<file path="config.mk">
export PLATFORM = sky130hd
export DESIGN_NAME = tdsc_out_buf
export DESIGN_NICKNAME = d
export VERILOG_FILES = /design/src/hw/rtl/tdsc_pkg.sv /design/src/hw/rtl/tdsc_out_buf.sv
export SDC_FILE = /design/constraint.sdc
export NUM_CORES = 1
export LEC_CHECK = 0
export BUFFER_PORTS_ARGS = -buffer_cell sky130_fd_sc_hd__clkbuf_2
export CAP_MARGIN = 10
export CORE_MARGIN = 8
export CORE_UTILIZATION = 35
export DETAILED_ROUTE_END_ITERATION = 10
export HOLD_SLACK_MARGIN = 0.03
export SYNTH_ARGS = -nofsm -noshare
export SYNTH_HDL_FRONTEND = slang
export SYNTH_SLANG_ARGS = --single-unit
</file>
<file path="constraint.sdc">
create_clock -name aclk -period 2.5 [get_ports aclk]
set_input_delay 0.375 -clock aclk [delete_from_list [all_inputs] [get_ports aclk]]
set_output_delay 0.375 -clock aclk [all_outputs]
set_load 0.1 [all_outputs]
</file>
<file path="src/hw/rtl/tdsc_pkg.sv">
// Shared types, widths and constants of the TDOA direction sector classifier.
// Used by every module of the block; has no dependencies.

package tdsc_pkg;

    localparam int NUM_PAIRS     = 6;
    localparam int NUM_MICS      = 4;
    localparam int NUM_SECTORS   = 8;

    localparam int DELAY_W       = 16;
    localparam int MIC_W         = 24;
    localparam int OFF_W         = 25;
    localparam int BASE_W        = 26;
    localparam int PROJ_W        = 26;
    localparam int PROD_W        = 42;
    localparam int MEAS_W        = 25;
    localparam int ERR_W         = 27;
    localparam int MAG_W         = 26;
    localparam int SQ_W          = 52;
    localparam int SUM_W         = 55;
    localparam int REGION_W      = 4;
    localparam int MDATA_W       = 8;
    localparam int SDATA_W       = NUM_PAIRS * DELAY_W;
    localparam int CFG_ADDR_W    = 4;
    localparam int RND_SHIFT     = 15;

    localparam int SETTLE_CYCLES = 4;
    localparam int SETTLE_W      = $clog2(SETTLE_CYCLES + 1);

    localparam logic signed [15:0]        DIAG_Q15    = 16'sd23170;
    localparam logic signed [MEAS_W-1:0]  SOUND_SPEED = 25'sd343;
    localparam logic signed [PROD_W-1:0]  RND_HALF    = 42'sd16384;

    localparam logic [CFG_ADDR_W-1:0] REG_MIC_LF_X = 4'd0;
    localparam logic [CFG_ADDR_W-1:0] REG_MIC_LF_Y = 4'd1;
    localparam logic [CFG_ADDR_W-1:0] REG_MIC_RF_X = 4'd2;
    localparam logic [CFG_ADDR_W-1:0] REG_MIC_RF_Y = 4'd3;
    localparam logic [CFG_ADDR_W-1:0] REG_MIC_RB_X = 4'd4;
    localparam logic [CFG_ADDR_W-1:0] REG_MIC_RB_Y = 4'd5;
    localparam logic [CFG_ADDR_W-1:0] REG_MIC_LB_X = 4'd6;
    localparam logic [CFG_ADDR_W-1:0] REG_MIC_LB_Y = 4'd7;

    typedef logic [1:0] mic_idx_t;

    localparam mic_idx_t MIC_LF = 2'd0;
    localparam mic_idx_t MIC_RF = 2'd1;
    localparam mic_idx_t MIC_RB = 2'd2;
    localparam mic_idx_t MIC_LB = 2'd3;

    localparam mic_idx_t PAIR_A [NUM_PAIRS] = '{MIC_LF, MIC_LF, MIC_LF, MIC_RF, MIC_RF, MIC_LB};
    localparam mic_idx_t PAIR_B [NUM_PAIRS] = '{MIC_RF, MIC_LB, MIC_RB, MIC_LB, MIC_RB, MIC_RB};

    typedef enum logic [2:0] {
        SEC_E  = 3'd0,
        SEC_NE = 3'd1,
        SEC_N  = 3'd2,
        SEC_NW = 3'd3,
        SEC_W  = 3'd4,
        SEC_SW = 3'd5,
        SEC_S  = 3'd6,
        SEC_SE = 3'd7
    } sector_t;

    typedef logic signed [MIC_W-1:0]  mic_t;
    typedef logic signed [OFF_W-1:0]  off_t;
    typedef logic signed [MEAS_W-1:0] meas_t;
    typedef logic [SUM_W-1:0]         sum_t;

    typedef struct packed {
        meas_t [NUM_PAIRS-1:0] meas;
        sum_t                  best_err;
        sector_t               best_idx;
    } link_t;

endpackage

</file>
<file path="src/hw/rtl/tdsc_out_buf.sv">
// Result register with one skid entry; parts the chain from the result channel.
// Depends on tdsc_pkg.

module tdsc_out_buf
    import tdsc_pkg::*;
(
    input  logic               aclk,
    input  logic               aresetn,
    input  logic               push_i,
    input  logic [REGION_W-1:0] region_i,
    output logic               ready_o,
    output logic               m_tvalid,
    input  logic               m_tready,
    output logic [MDATA_W-1:0] m_tdata
);

    logic                out_valid_reg;
    logic                out_valid_next;
    logic [REGION_W-1:0] out_data_reg;
    logic [REGION_W-1:0] out_data_next;
    logic                skid_valid_reg;
    logic                skid_valid_next;
    logic [REGION_W-1:0] skid_data_reg;
    logic [REGION_W-1:0] skid_data_next;
    logic                take;

    assign take = out_valid_reg && m_tready;

    always_comb begin
        out_valid_next  = out_valid_reg;
        out_data_next   = out_data_reg;
        skid_valid_next = skid_valid_reg;
        skid_data_next  = skid_data_reg;
        if (skid_valid_reg) begin
            if (take) begin
                out_data_next   = skid_data_reg;
                skid_valid_next = 1'b0;
            end
        end else if (push_i) begin
            if (!out_valid_reg || take) begin
                out_valid_next = 1'b1;
                out_data_next  = region_i;
            end else begin
                skid_valid_next = 1'b1;
                skid_data_next  = region_i;
            end
        end else if (take) begin
            out_valid_next = 1'b0;
        end
    end

    always_ff @(posedge aclk) begin
        if (!aresetn) begin
            out_valid_reg  <= 1'b0;
            skid_valid_reg <= 1'b0;
        end else begin
            out_valid_reg  <= out_valid_next;
            skid_valid_reg <= skid_valid_next;
        end
    end

    always_ff @(posedge aclk) begin
        out_data_reg  <= out_data_next;
        skid_data_reg <= skid_data_next;
    end

    assign ready_o  = !skid_valid_reg;
    assign m_tvalid = out_valid_reg;
    assign m_tdata  = {(MDATA_W - REGION_W)'(0), out_data_reg};

endmodule

</file>
==> run metrics <==
Tmin final=1640 ps; post-route insts no fill=61; outcome=completed; Avg Inst Size Synth=14.2 sq um; setup bufs post-CTS=0; total grt overflow=0; clock sink count=10; max_cap viols=0; Worst-path clk slew=60 ps; Pwr Density=794 nW/um^2; Worst-Margin Slew=542 ps; worst setup margin=864 ps; ANT cells=0; Starting Density=0.364; HPWL Detailed=572 microns; total CTS buffers=3; area grow syn2layout=16.8%; # DRC=0; GPL Wtd Cong=0.687; Vias=260; # setup viols final=0; f_max=0.611 GHz; Nets=56; Reg area=280 sq um; placed cell count=58; Routed WL=685 microns; count of cell types in the netlist=16; die height=52.1 microns; port bufs=13; Post-Syn Instances=32; Critical Path Source Type=flop; I/O Pins=18; Total GRT Usage=0.0543; nature of the critical path endpoint=primary output; WL/cell=11.2 microns; RSZ-0062 raised after global routing=false; Worst Path Required=2120 ps; final hold slack=313 ps; cts hold-fix bufs=0; final period utilization=0.655; Final TNS setup=0 ps; Initial DRT Pass Iterations=4; Max Slew Vio Count=0; Max FO, Critical Path=9; DRT antenna net count=0; CTS tree=yes; Multi-input gate area=134 sq um; initial antenna violation count=0; maximum root-to-sink buffer count=2; via density per instance=4.26; die area=2710 sq um; Synth Cell Area=455 sq um; CTS root buffer=clkbuf_4; Post-DP Area=509 sq um; H-Tree Depth=1; design area=532 sq um; worst skew pair latency=250 ps; total core area=1250 sq um; Placement Setup Slack=1110 ps; clk_skew=2.08 ps; Data arrival, critical path=1260 ps; Synth Register Bits=10; fraction of layout cells with a size suffix above 1=0.457; WS Path Type=reg -> out; fillers=125; post-synthesis sequential area ratio=0.615; final core occ=0.425; largest net degree at the start of global routing=10; die width=52.1 microns; Resized Gates After CTS=0; Tot Pwr=0.422 mW; Syn. warnings=0; global-route wire length before repair=1050 microns; vias in the first global route=224; Max IR drop VDD=0.273 mV; static leakage=0.229 nW; Worst slew margin=0.640; Site Rows=13; final hold vios=0; min-delay worst type=in -> reg; 1st-iter DRT viols=4
## metal layers
| layer | share of wire | vias up | global-route usage |
|---|---|---|---|
| met5 | 0 | - | 0 |
| met4 | 0 | 0 | 0.0398 |
| met3 | 0.12 | 0 | 0.0484 |
| met2 | 0.46 | 10 | 0.0680 |
| met1 | 0.41 | 115 | 0.0562 |
| li1 | - | 135 | - |
## final timing paths
kind,start,depth (start not counted),slack (ps),endpoint
setup reg to reg,skid_valid_reg$_SDFF_PN0_,2,1110,out_data_reg[3]$_DFFE_PP_
setup / recovery,skid_valid_reg$_SDFF_PN0_,2,860,ready_o
hold / removal,region_i[3],1,310,skid_data_reg[3]$_DFFE_PP_
hold reg to reg,skid_data_reg[0]$_DFFE_PP_,1,540,out_data_reg[0]$_DFFE_PP_
## placed cells by master, fill, tap and decap left out, drive strengths merged
cell type and instances:
and4 1, nand3b 1, edfxtp 8, conb 4, mux2i 1, nand2 1, o21ai 1, clkbuf 16
nor2b 1, dfxtp 2, inv 3, a21oi 2, mux2 4, a211oi 1
## power by group
group / switching [mW] / internal, mW / leakage [nW]
clock network: 0.0471 / 0.0552 / 0.0138
logic: 0.0991 / 0.0212 / 0.124
registers: 0.00752 / 0.192 / 0.0915
total: 0.154 / 0.268 / 0.229
## cell usage after synthesis
| cell type | n | area share |
|---|---|---|
| buf_6 | 1 | 0.025 |
| o21ai_0 | 1 | 0.011 |
| a211oi_1 | 1 | 0.016 |
| nand2_1 | 1 | 0.0082 |
| and4_1 | 1 | 0.019 |
| a21oi_1 | 2 | 0.022 |
| mux2i_1 | 1 | 0.022 |
| edfxtp_1 | 8 | 0.53 |
| nor2b_1 | 1 | 0.014 |
| buf_4 | 4 | 0.066 |
| inv_2 | 1 | 0.0082 |
| dfxtp_1 | 2 | 0.088 |
| inv_1 | 2 | 0.016 |
| conb_1 | 1 | 0.0082 |
| mux2_4 | 4 | 0.13 |
| nand3b_1 | 1 | 0.016 |
## logic make-up (layout without fill, tap and decap cells)
logic type | count (synthesis) | in the layout | synth area share
other | 1 | 4 | 0.00823
DFF | 10 | 10 | 0.615
AOI/OAI and AO/OA | 4 | 4 | 0.0494
buffers and inverters | 8 | 19 | 0.115
and+or+nand+nor | 4 | 4 | 0.0577
muxes | 5 | 5 | 0.154
## final cells by class
cell class	count	area share
well taps	15	0.0353
flip-flops and latches	10	0.527
inverters	3	0.0212
repair buffers	13	0.122
multi-input cells	17	0.252
clock buffers	3	0.0424
## worst max-delay path, cell delays in order (launching register included)
cell	delay [ps]
dfxtp_1	570
inv_2	60
clkbuf_2	380
No activity file was read; power rests on OpenSTA's default activity.
